<file path="config.mk">
export PLATFORM = sky130hd
export DESIGN_NAME = glyph_atlas_text_placer
export DESIGN_NICKNAME = d
export VERILOG_FILES = /design/src/hw/rtl/gatp_pkg.sv /design/src/hw/rtl/glyph_atlas_text_placer.sv /design/src/hw/rtl/gatp_ram.sv /design/src/hw/rtl/gatp_unit.sv
export SDC_FILE = /design/constraint.sdc
export NUM_CORES = 2
export LEC_CHECK = 0
export ABC_CLOCK_PERIOD_IN_PS = 6780
export CAP_MARGIN = 0
export CORE_ASPECT_RATIO = 2
export CORE_MARGIN = 2
export CORE_UTILIZATION = 30
export DETAILED_ROUTE_END_ITERATION = 16
export DONT_BUFFER_PORTS = 1
export GPL_TIMING_DRIVEN = 0
export PLACE_DENSITY_LB_ADDON = 0.3
export SETUP_SLACK_MARGIN = 0.3
export SYNTH_ARGS = -nofsm -noshare
export SYNTH_HDL_FRONTEND = slang
export SYNTH_SLANG_ARGS = --single-unit
export TNS_END_PERCENT = 100
</file>
<file path="constraint.sdc">
create_clock -name clk -period 6.78 [get_ports clk]
set_clock_uncertainty 0.1 [all_clocks]
set_input_delay 1.017 -clock clk [delete_from_list [all_inputs] [get_ports clk]]
set_output_delay 1.017 -clock clk [all_outputs]
set_load 0.02 [all_outputs]
</file>
<file path="src/hw/rtl/gatp_pkg.sv">
// shared types and constants for the glyph atlas text placer
package gatp_pkg;

    localparam int TableDepth = 256;
    localparam int TableAw    = (TableDepth > 1) ? $clog2(TableDepth) : 1;

    typedef enum logic [1:0] {
        FUNC_LOAD   = 2'd0,
        FUNC_CURSOR = 2'd1,
        FUNC_PLACE  = 2'd2
    } func_t;

    typedef enum logic [1:0] {
        CFG_BASE_CODE     = 2'd0,
        CFG_CHARS_PER_ROW = 2'd1,
        CFG_CELL_WIDTH    = 2'd2,
        CFG_CELL_HEIGHT   = 2'd3
    } cfg_idx_t;

    typedef enum logic [1:0] {
        S_IDLE,
        S_CALC,
        S_EMIT
    } top_state_t;

    typedef enum logic [2:0] {
        U_IDLE,
        U_DIV,
        U_MULX,
        U_MULY,
        U_DONE
    } unit_state_t;

    typedef struct packed {
        logic       start;
        logic [7:0] idx;
        logic [7:0] divisor;
        logic [9:0] cell_w;
        logic [9:0] cell_h;
    } unit_ctrl_t;

    typedef struct packed {
        logic        done;
        logic [15:0] atlas_x;
        logic [15:0] atlas_y;
    } unit_stat_t;

endpackage

</file>
<file path="src/hw/rtl/glyph_atlas_text_placer.sv">
// top level of the glyph atlas text placer
//
// Input beats load an advance width, set the pen, or place a character. Load
// and set-pen beats give no output beat. A placed character whose code is at
// or above the base code passes through the shared unit (one bit of the 8-step
// restoring divide per cycle, then the shared multiplier for each of the two
// atlas products) before its output beat; one below the base goes straight to
// its output beat. The input side is not ready while a character is being
// worked on; a finished output beat waits in an output register, so the next
// input beat is taken while it waits. Width entries come from a 256 x 8 ram
// that is not cleared; placing a code whose entry was never loaded gives an
// unspecified advance.
module glyph_atlas_text_placer (
    input  logic        clk,
    input  logic        rst_n,

    input  logic        s_axis_tvalid,
    output logic        s_axis_tready,
    input  logic [47:0] s_axis_tdata,  // char_code, advance_value, start_x, start_y
    input  logic [1:0]  s_axis_tuser,  // func

    output logic        m_axis_tvalid,
    input  logic        m_axis_tready,
    output logic [63:0] m_axis_tdata,  // screen_x, screen_y, atlas_x, atlas_y
    output logic [0:0]  m_axis_tuser,  // below_base

    input  logic        cfg_we,
    input  logic [1:0]  cfg_addr,
    input  logic [9:0]  cfg_wdata
);

    gatp_pkg::top_state_t state_reg, state_next;
    gatp_pkg::func_t      func;
    gatp_pkg::unit_ctrl_t unit_ctrl;
    gatp_pkg::unit_stat_t unit_stat;

    logic [7:0]  base_code_reg;
    logic [7:0]  chars_per_row_reg;
    logic [9:0]  cell_width_reg;
    logic [9:0]  cell_height_reg;

    logic [15:0] pen_x_reg;
    logic [15:0] pen_y_reg;
    logic [7:0]  code_reg;
    logic        below_reg;

    logic        m_valid_reg;
    logic [63:0] m_data_reg;
    logic        m_below_reg;

    logic [7:0]  char_code;
    logic [7:0]  advance_value;
    logic [15:0] start_x;
    logic [15:0] start_y;

    logic        accept;
    logic        below;
    logic        in_table;
    logic        code_in_table;
    logic        emit_load;
    logic [7:0]  adv_rdata;
    logic [7:0]  adv_w;
    logic [15:0] atlas_x;
    logic [15:0] atlas_y;

    assign func          = gatp_pkg::func_t'(s_axis_tuser);
    assign char_code     = s_axis_tdata[7:0];
    assign advance_value = s_axis_tdata[15:8];
    assign start_x       = s_axis_tdata[31:16];
    assign start_y       = s_axis_tdata[47:32];

    assign accept        = s_axis_tvalid && s_axis_tready;
    assign below         = (char_code < base_code_reg);
    assign in_table      = ({1'b0, char_code} < 9'(gatp_pkg::TableDepth));
    assign code_in_table = ({1'b0, code_reg} < 9'(gatp_pkg::TableDepth));

    // config writes
    always_ff @(posedge clk or negedge rst_n)
    begin
        if (!rst_n)
        begin
            base_code_reg     <= 8'd32;
            chars_per_row_reg <= 8'd16;
            cell_width_reg    <= 10'd16;
            cell_height_reg   <= 10'd16;
        end
        else if (cfg_we)
        begin
            unique case (gatp_pkg::cfg_idx_t'(cfg_addr))
                gatp_pkg::CFG_BASE_CODE:     base_code_reg     <= cfg_wdata[7:0];
                gatp_pkg::CFG_CHARS_PER_ROW: chars_per_row_reg <= cfg_wdata[7:0];
                gatp_pkg::CFG_CELL_WIDTH:    cell_width_reg    <= cfg_wdata;
                gatp_pkg::CFG_CELL_HEIGHT:   cell_height_reg   <= cfg_wdata;
                default: ;
            endcase
        end
    end

    // advance width table
    gatp_ram #(
        .WIDTH (8),
        .DEPTH (gatp_pkg::TableDepth)
    ) u_adv_ram (
        .clk   (clk),
        .we    (accept && func == gatp_pkg::FUNC_LOAD && in_table),
        .waddr (char_code[gatp_pkg::TableAw-1:0]),
        .wdata (advance_value),
        .raddr (code_reg[gatp_pkg::TableAw-1:0]),
        .rdata (adv_rdata)
    );

    assign adv_w = code_in_table ? adv_rdata : 8'd0;

    // divide and multiply unit
    assign unit_ctrl.start   = accept && func == gatp_pkg::FUNC_PLACE && !below;
    assign unit_ctrl.idx     = char_code - base_code_reg;
    assign unit_ctrl.divisor = chars_per_row_reg;
    assign unit_ctrl.cell_w  = cell_width_reg;
    assign unit_ctrl.cell_h  = cell_height_reg;

    gatp_unit u_unit (
        .clk   (clk),
        .rst_n (rst_n),
        .ctrl  (unit_ctrl),
        .stat  (unit_stat)
    );

    assign atlas_x = below_reg ? 16'd0 : unit_stat.atlas_x;
    assign atlas_y = below_reg ? 16'd0 : unit_stat.atlas_y;

    // next state
    always_comb
    begin
        state_next = state_reg;
        unique case (state_reg)
            gatp_pkg::S_IDLE:
            begin
                if (accept && func == gatp_pkg::FUNC_PLACE)
                begin
                    state_next = below ? gatp_pkg::S_EMIT : gatp_pkg::S_CALC;
                end
            end
            gatp_pkg::S_CALC:
            begin
                if (unit_stat.done)
                begin
                    state_next = gatp_pkg::S_EMIT;
                end
            end
            gatp_pkg::S_EMIT:
            begin
                if (emit_load)
                begin
                    state_next = gatp_pkg::S_IDLE;
                end
            end
            default: state_next = gatp_pkg::S_IDLE;
        endcase
    end

    // outputs
    always_comb
    begin
        s_axis_tready = 1'b0;
        emit_load     = 1'b0;
        unique case (state_reg)
            gatp_pkg::S_IDLE: s_axis_tready = 1'b1;
            gatp_pkg::S_CALC: ;
            gatp_pkg::S_EMIT: emit_load = !m_valid_reg || m_axis_tready;
            default: ;
        endcase
    end

    always_ff @(posedge clk or negedge rst_n)
    begin
        if (!rst_n)
        begin
            state_reg   <= gatp_pkg::S_IDLE;
            m_valid_reg <= 1'b0;
            pen_x_reg   <= 16'd0;
            pen_y_reg   <= 16'd0;
        end
        else
        begin
            state_reg <= state_next;
            if (emit_load)
            begin
                m_valid_reg <= 1'b1;
            end
            else if (m_axis_tready)
            begin
                m_valid_reg <= 1'b0;
            end
            if (accept && func == gatp_pkg::FUNC_CURSOR)
            begin
                pen_x_reg <= start_x;
                pen_y_reg <= start_y;
            end
            else if (emit_load && !below_reg)
            begin
                pen_x_reg <= pen_x_reg + {8'd0, adv_w};
            end
        end
    end

    always_ff @(posedge clk)
    begin
        if (accept)
        begin
            code_reg  <= char_code;
            below_reg <= below;
        end
        if (emit_load)
        begin
            m_data_reg  <= {atlas_y, atlas_x, pen_y_reg, pen_x_reg};
            m_below_reg <= below_reg;
        end
    end

    assign m_axis_tvalid   = m_valid_reg;
    assign m_axis_tdata    = m_data_reg;
    assign m_axis_tuser[0] = m_below_reg;

    // the shared unit only finishes while the sequencer waits for it
    a_done_in_calc: assert property (@(posedge clk) disable iff (!rst_n)
        unit_stat.done |-> state_reg == gatp_pkg::S_CALC)
        else $error("unit finished outside calc state");

    // a placed character blocks the input side on the next cycle
    a_place_blocks: assert property (@(posedge clk) disable iff (!rst_n)
        (accept && func == gatp_pkg::FUNC_PLACE) |=> !s_axis_tready)
        else $error("input ready right after a place beat");

    // a character below the base carries a zero atlas origin
    a_below_zero: assert property (@(posedge clk) disable iff (!rst_n)
        (m_axis_tvalid && m_axis_tuser[0]) |-> m_axis_tdata[63:32] == 32'd0)
        else $error("below-base beat with nonzero atlas origin");

endmodule

</file>
<file path="src/hw/rtl/gatp_ram.sv">
// generic single write port ram with registered read
module gatp_ram #(
    parameter int WIDTH = 8,
    parameter int DEPTH = 256
) (
    input  logic                                   clk,
    input  logic                                   we,
    input  logic [((DEPTH > 1) ? $clog2(DEPTH) : 1)-1:0] waddr,
    input  logic [WIDTH-1:0]                       wdata,
    input  logic [((DEPTH > 1) ? $clog2(DEPTH) : 1)-1:0] raddr,
    output logic [WIDTH-1:0]                       rdata
);

    logic [WIDTH-1:0] mem [DEPTH];
    logic [WIDTH-1:0] rdata_reg;

    always_ff @(posedge clk)
    begin
        if (we)
        begin
            mem[waddr] <= wdata;
        end
        rdata_reg <= mem[raddr];
    end

    assign rdata = rdata_reg;

endmodule

</file>
<file path="src/hw/rtl/gatp_unit.sv">
// shared divide and multiply unit: restoring divide then two products
module gatp_unit (
    input  logic                 clk,
    input  logic                 rst_n,
    input  gatp_pkg::unit_ctrl_t ctrl,
    output gatp_pkg::unit_stat_t stat
);

    gatp_pkg::unit_state_t state_reg, state_next;

    logic [2:0]  cnt_reg, cnt_next;
    logic [7:0]  rem_reg, rem_next;
    logic [7:0]  quo_reg, quo_next;
    logic [15:0] ax_reg, ax_next;
    logic [15:0] ay_reg, ay_next;

    logic        div_en;
    logic        mulx_en;
    logic        muly_en;
    logic        done;

    logic [8:0]  trial;
    logic        ge;
    logic [8:0]  diff;
    logic [17:0] mul_a;
    logic [17:0] mul_b;
    logic [17:0] prod;

    // next state
    always_comb
    begin
        state_next = state_reg;
        unique case (state_reg)
            gatp_pkg::U_IDLE:
            begin
                if (ctrl.start)
                begin
                    state_next = gatp_pkg::U_DIV;
                end
            end
            gatp_pkg::U_DIV:
            begin
                if (cnt_reg == 3'd7)
                begin
                    state_next = gatp_pkg::U_MULX;
                end
            end
            gatp_pkg::U_MULX: state_next = gatp_pkg::U_MULY;
            gatp_pkg::U_MULY: state_next = gatp_pkg::U_DONE;
            gatp_pkg::U_DONE: state_next = gatp_pkg::U_IDLE;
            default:          state_next = gatp_pkg::U_IDLE;
        endcase
    end

    // outputs
    always_comb
    begin
        div_en  = 1'b0;
        mulx_en = 1'b0;
        muly_en = 1'b0;
        done    = 1'b0;
        unique case (state_reg)
            gatp_pkg::U_IDLE: ;
            gatp_pkg::U_DIV:  div_en  = 1'b1;
            gatp_pkg::U_MULX: mulx_en = 1'b1;
            gatp_pkg::U_MULY: muly_en = 1'b1;
            gatp_pkg::U_DONE: done    = 1'b1;
            default: ;
        endcase
    end

    // restoring divide step: quotient bits shift in as dividend bits shift out
    assign trial = {rem_reg, quo_reg[7]};
    assign ge    = (trial >= {1'b0, ctrl.divisor});
    assign diff  = trial - {1'b0, ctrl.divisor};

    // one multiplier shared by both products: column then row
    assign mul_a = mulx_en ? {10'd0, rem_reg} : {10'd0, quo_reg};
    assign mul_b = mulx_en ? {8'd0, ctrl.cell_w} : {8'd0, ctrl.cell_h};
    assign prod  = mul_a * mul_b;

    always_comb
    begin
        cnt_next = cnt_reg;
        rem_next = rem_reg;
        quo_next = quo_reg;
        ax_next  = ax_reg;
        ay_next  = ay_reg;
        if (state_reg == gatp_pkg::U_IDLE && ctrl.start)
        begin
            cnt_next = 3'd0;
            rem_next = 8'd0;
            quo_next = ctrl.idx;
        end
        if (div_en)
        begin
            cnt_next = cnt_reg + 3'd1;
            rem_next = ge ? diff[7:0] : trial[7:0];
            quo_next = {quo_reg[6:0], ge};
        end
        if (mulx_en)
        begin
            ax_next = prod[15:0];
        end
        if (muly_en)
        begin
            ay_next = prod[15:0];
        end
    end

    always_ff @(posedge clk or negedge rst_n)
    begin
        if (!rst_n)
        begin
            state_reg <= gatp_pkg::U_IDLE;
            cnt_reg   <= 3'd0;
        end
        else
        begin
            state_reg <= state_next;
            cnt_reg   <= cnt_next;
        end
    end

    always_ff @(posedge clk)
    begin
        rem_reg <= rem_next;
        quo_reg <= quo_next;
        ax_reg  <= ax_next;
        ay_reg  <= ay_next;
    end

    assign stat.done    = done;
    assign stat.atlas_x = ax_reg;
    assign stat.atlas_y = ay_reg;

endmodule
</file>
# Word level (Yosys, flattened, before mapping)
# Memories as Yosys holds them, arrays and structs flattened. A register that Yosys moved wholly into a read port is not among the register bits.
# Index checks and enable logic that the tools add are counted.
# word_totals
reg_bits,199
ram_bits,2048
inputBits,67
out_inout_bits,67
elab_cells,97
memories,1
# mem_list
memory,depth,width,rd,rd_ports_with_merged_regs,write_ports,line,text
u_adv_ram.mem,256,8,1,1,1,gatp_ram.sv:14,logic [WIDTH-1:0] mem [DEPTH];
# classes
add_sub_neg,4
n_mul,1
order_cmp,2
n_eq_ne,17
mux,29
reduce_logical,24
# ops
operator,count
2-to-1 mux 8 bit,6
2-to-1 mux 16 bit,2
multiplier 18 x 18 -> 16 bit,1
adder 16 x 8 -> 16 bit,1
subtractor 8 bit,2
2-to-1 mux 3 bit,4
one-hot mux 3 bit (4 select lines),1
2-to-1 mux 1 bit,10
2-to-1 mux 10 bit,1
AND reduction 2 bit,5
greater-or-equal comparator 9 x 8 -> 1 bit,1
"== test 2 bit, second input constant",4
< comparator 8 bit,1
2-to-1 mux 2 bit,4
logical AND 1 bit,7
"== test 2 x 1 -> 1 bit, second input constant",3
"== test 3 x 2 -> 1 bit, second input constant",2
"== test 3 bit, second input constant",2
logical NOT 2 bit,3
"inequality test 2 x 1 -> 1 bit, second input constant",3
one-hot mux 2 bit (3 select lines),1
nonzero test 2 bit,3
"inequality test 2 bit, second input constant",2
"adder 3 x 1 -> 3 bit, second input constant",1
5 further kinds,7

# Longest topological paths before layout
# depth
word_depth,8
mapped_depth,21
ltp_nobuf,19

# Hierarchy
# Synthesis repeated with hierarchy kept, for this count alone.
# hier_totals
cells_unflattened,4674
area_unflattened_um2,90441.7
# modules_own_cells
module,n_inst,cells_per_inst,area_per_inst_um2,seq_area_each_um2
gatp_ram,1,3733,79556.3,61659.1
glyph_atlas_text_placer,1,461,6017.0,4003.8
gatp_unit,1,480,4868.4,1591.5

# Worst setup path before layout
# No wires, ideal clock.
# synth_timing
path_kind,register to register
startpoint,reg u_unit.state_reg[1]
endpoint,reg u_unit.ax_reg[12] (data pin)
arrival_ns,5.365
required_time_ns,6.417
slack_ns,1.052
stages_incl_launch_ff,21
path_buffers,2
synth_period_minus_slack_ns,5.728
cell_sequence,dfrtp_1 -> nor3b_1 -> buf_2 -> buf_2 -> mux2i_1 -> or2_2 -> fa_1 -> fa_1 -> inv_1 -> fa_1 -> inv_1 -> fa_1 -> inv_1 -> ha_1 -> nor3_1 -> nor2_1 -> a31oi_1 -> nor2b_1 -> o21ai_0 -> nor2b_1 -> xnor2_1
# synth_via
elab_chain_cells,4
# synth_rtl
element,line,text
start: declaration,gatp_unit.sv:9,"gatp_pkg::unit_state_t state_reg, state_next;"
start signal: assignment,gatp_unit.sv:115,state_reg <= gatp_pkg::U_IDLE;
start signal: assignment,gatp_unit.sv:120,state_reg <= state_next;
== test 3 x 2 -> 1 bit (*),gatp_unit.sv:62,unique case (state_reg)
2-to-1 mux 1 bit (*),gatp_unit.sv:62,
2-to-1 mux 8 bit / 2-to-1 mux 10 bit (equally long branches),"gatp_unit.sv:78, gatp_unit.sv:79",
multiplier 18 x 18 -> 16 bit (*),gatp_unit.sv:80,assign prod = mul_a * mul_b;
via u_unit.prod[12],gatp_unit.sv:27,logic [17:0] prod;
end signal: assignment,gatp_unit.sv:129,ax_reg <= ax_next;
end: declaration,gatp_unit.sv:14,"logic [15:0] ax_reg, ax_next;"
# Mark *: on every way through the listed nets, which the timed path passes. The rest lies on a longest branch.
# A chain may end at the register's enable or synchronous reset.

# Worst setup path in the final report
# Same ends and word-level chain as after synthesis.

==> flow_summary.ini <==
[drt]
viasPerCell = 5.306
drtIter0Drc = 5330
dr.pass1.iters = 8
antenna_left = 0
drc = 0
via_count = 46584
post_drt_wl_per_cell_um = 35.44
drt_wl_total_mm = 311.2

[clocking]
clkSinkCount = 2255
clock_latency_ns = 0.88
clockRootBuffer = clkbuf_16
htree_levels = 4
cts_buffers = 191
clk_pin_slew_ns = 0.07
clock_path_buffers = 4
cts_tree = yes

[setup_path]
required_ns = 7.28
worst-setup-path-type = flip-flop to flip-flop
crit_fanout = 25
cp_top_family = adder cells
start_kind = flip-flop
crit_chain = nor3b_4, buf_4, buf_4, buf_8, mux2i_4, or2_2, fa_1, fa_1, inv_1, fa_1, inv_1, fa_1, inv_1, ha_1, nor3_1, nor2_1, a31oi_1, nor2b_1, o21ai_0, nor2b_1, xnor2_1
crit_top_cell = fa_1
critPathBufInv = 6
slowest_stage = fa_1
slowest_delay_ns = 0.49
end_kind = flip-flop
cp.arrival_ns = 6.74

[floorplanning]
coreArea_mm2 = 0.2971
start_util = 0.3014
ios = 134
die-area_mm2 = 0.3032
rows = 283
die_h_um = 776.7
die_w_um = 390.3

[pwr]
clkPwrFrac = 0.283
ir_drop_v = 0.0007732
p_switching_uw = 13780
comb_power_share = 0.306
swShare = 0.3360
p_total_uw = 41000
seq_power_share = 0.411
p_leak_uw = 0.03156
p_int_uw = 27220
powerDensity_mw_per_mm2 = 405.3

[synth]
synthTopCellsByCount = edfxtp_1 (2170), mux4_2 (480), nor2_1 (408)
yosysTopAreaCellShare = 0.7276
synth_seq_cells = 2255
yosysSeqAreaShare = 0.7510
synthAdderAreaFrac = 0.01914
synth_xor_area_frac = 0.003032
yosysTopAreaCell = edfxtp_1
synth_most_common_cell = edfxtp_1
syn-num-nets = 4731
synth_edf_count = 2170
synthMuxAreaShare = 0.1369
synth_area_mm2 = 0.08955
yosys.area_share.simple = 0.03719
synth_area_per_cell_um2 = 19.65
synthFlopType = edfxtp_1
synth_cell_type_count = 60
async_flop_share = 0.03415
synth_warnings = 0
synth_top_family_by_area = multiplexers
synth_compound_gate_area_share = 0.03388
synthCells = 4557
synthTopCellsByArea = edfxtp_1 (73%), mux4_2 (12%), dfrtp_1 (2.0%)

[layout]
fin_cells = 8780
area_delta_synth_final_pct = 12.96
largest-register = u_adv_ram.mem
drive_gt1_frac = 0.2053
nets = 4941
fin_util = 0.3405
largest_register_ffs = 2048

[grt]
first_global_vias = 48119
track_usage = 0.2028
grt_max_degree = 257
antenna_found_initial = 11
grt_pass1_wl_mm = 416.0
overflow = 0

[outcome]
status = finished, violations left
violations = capacitance limit, slew limit

[place]
dpl.cell_count = 8406
preCtsSetupSlack_ns = -1.223
gp_congestion = 1.020
numPortBuffers = 0
dpl.hpwl_mm = 216.3

[sta]
relSlewSlack = -0.1422
timing.final.crit_share = 0.9198
drv_slew = 398
period_needed_ns = 6.237
hold_violations = 0
rsz0062_at_grt = false
worst_hold_slack_ns = 0.1043
fmax_mhz = 160.3
setup_ws_ns = 0.5434
worstMarginPinSlew_ns = 1.713
report.final.setup_viol = 0

[hold_path]
hold_path_class = input port to flip-flop

[job]
maxCapViolations = 4
-- power by group through the flow --
stage	Sequential, µW	Combinational, µW	Clock [µW]
after floorplan	17000	7330	0
after global placement	17100	12200	0
after detailed placement	17100	12300	0
after CTS	16800	12500	11700
after global routing	16900	13300	12100
final	16900	12500	11600
-- cell type report --
type | count | area (µm²)
Fill cell | 27794 | 195900
Sequential cell | 2255 | 67250
Multi-Input combinational cell | 1966 | 20810
Clock buffer | 224 | 4989
Tap cell | 3847 | 4813
Clock inverter | 116 | 1353
Buffer | 231 | 1326
Inverter | 105 | 394.1
Timing Repair Buffer | 17 | 170.2
Antenna cell | 19 | 47.55
-- placed cells by master, fill, tap and decap left out, types with 36 or more instances in the layout --
cell / count
clkbuf_1: 111
o21ai_0: 44
fa_1: 50
edfxtp_1: 2170
a21oi_1: 66
a22o_1: 36
nand3_1: 38
clkbuf_16: 195
buf_4: 56
o22ai_1: 112
inv_1: 105
nand2_1: 138
a22oi_1: 63
nor2_1: 407
ha_1: 57
buf_2: 59
mux2_2: 40
mux4_2: 480
dfrtp_1: 73
mux2i_1: 86
nor2b_1: 53
-- repair_timing --
action / 4_1_cts / 5_1_grt
pin swaps: 0 / 0
hold buffers: 2 / 0
endpoints found under the setup margin: 20 / 4
hold endpoints to repair: 77 / 0
setup buffers: 2 / 11
gates resized for setup: 27 / 6
-- path summary, 6_finish.rpt --
path	start	endpoint	slack, ns	depth (start not counted)
setup / recovery	u_unit.state_reg[1]	u_unit.ax_reg[12]	0.54	21
hold / removal	s_axis_tdata[6]	code_reg[6]	0.10	0
setup reg to reg	u_unit.state_reg[1]	u_unit.ax_reg[12]	0.54	21
hold reg to reg	pen_y_reg[1]	m_axis_tdata[17]	0.33	0
max in group asynchronous	rst_n	chars_per_row_reg[4]	5.57	2
min in group asynchronous	rst_n	cell_width_reg[0]	0.60	2
-- kinds of logic (layout without fill, tap and decap cells) --
family | count (synthesis) | in the layout
multiplexers | 620 | 620
buffers and inverters | 336 | 693
AO/OA/AOI/OAI | 449 | 449
flip-flops | 2255 | 2255
other | 0 | 19
adder cells (fa/ha/maj) | 107 | 107
XOR/XNOR | 31 | 31
AND/OR/NAND/NOR | 759 | 759
-- through the flow --
| step | TNS, ns | area [µm²] |
|---|---|---|
| CTS | 0 | 101000 |
| global route | 0 | 101100 |
| detailed placement | -13.38 | 94440 |
| floorplan | 0 | 89550 |
| global placement | -12.23 | 94370 |
| finish | 0 | 101200 |
-- per-layer routing --
layer  track usage  wire, µm  vias to the layer above
li1              -         -                    18818
met1        0.1907     92990                    24876
met2        0.3741    166400                     2152
met3       0.02913     17220                      738
met4        0.1880     34550                        0
met5             0         0                        -
-- worst reg2reg max path: cells and delay by family (launching register included) --
kind,cells,cell delay [ns]
simple gates,6,0.96
mux,1,0.50
compound gates,2,0.48
flops,1,0.47
fa+ha+maj,5,2.21
buf+inv,6,0.95
xor+xnor,1,0.29
Power figures use the tool's default switching activity.
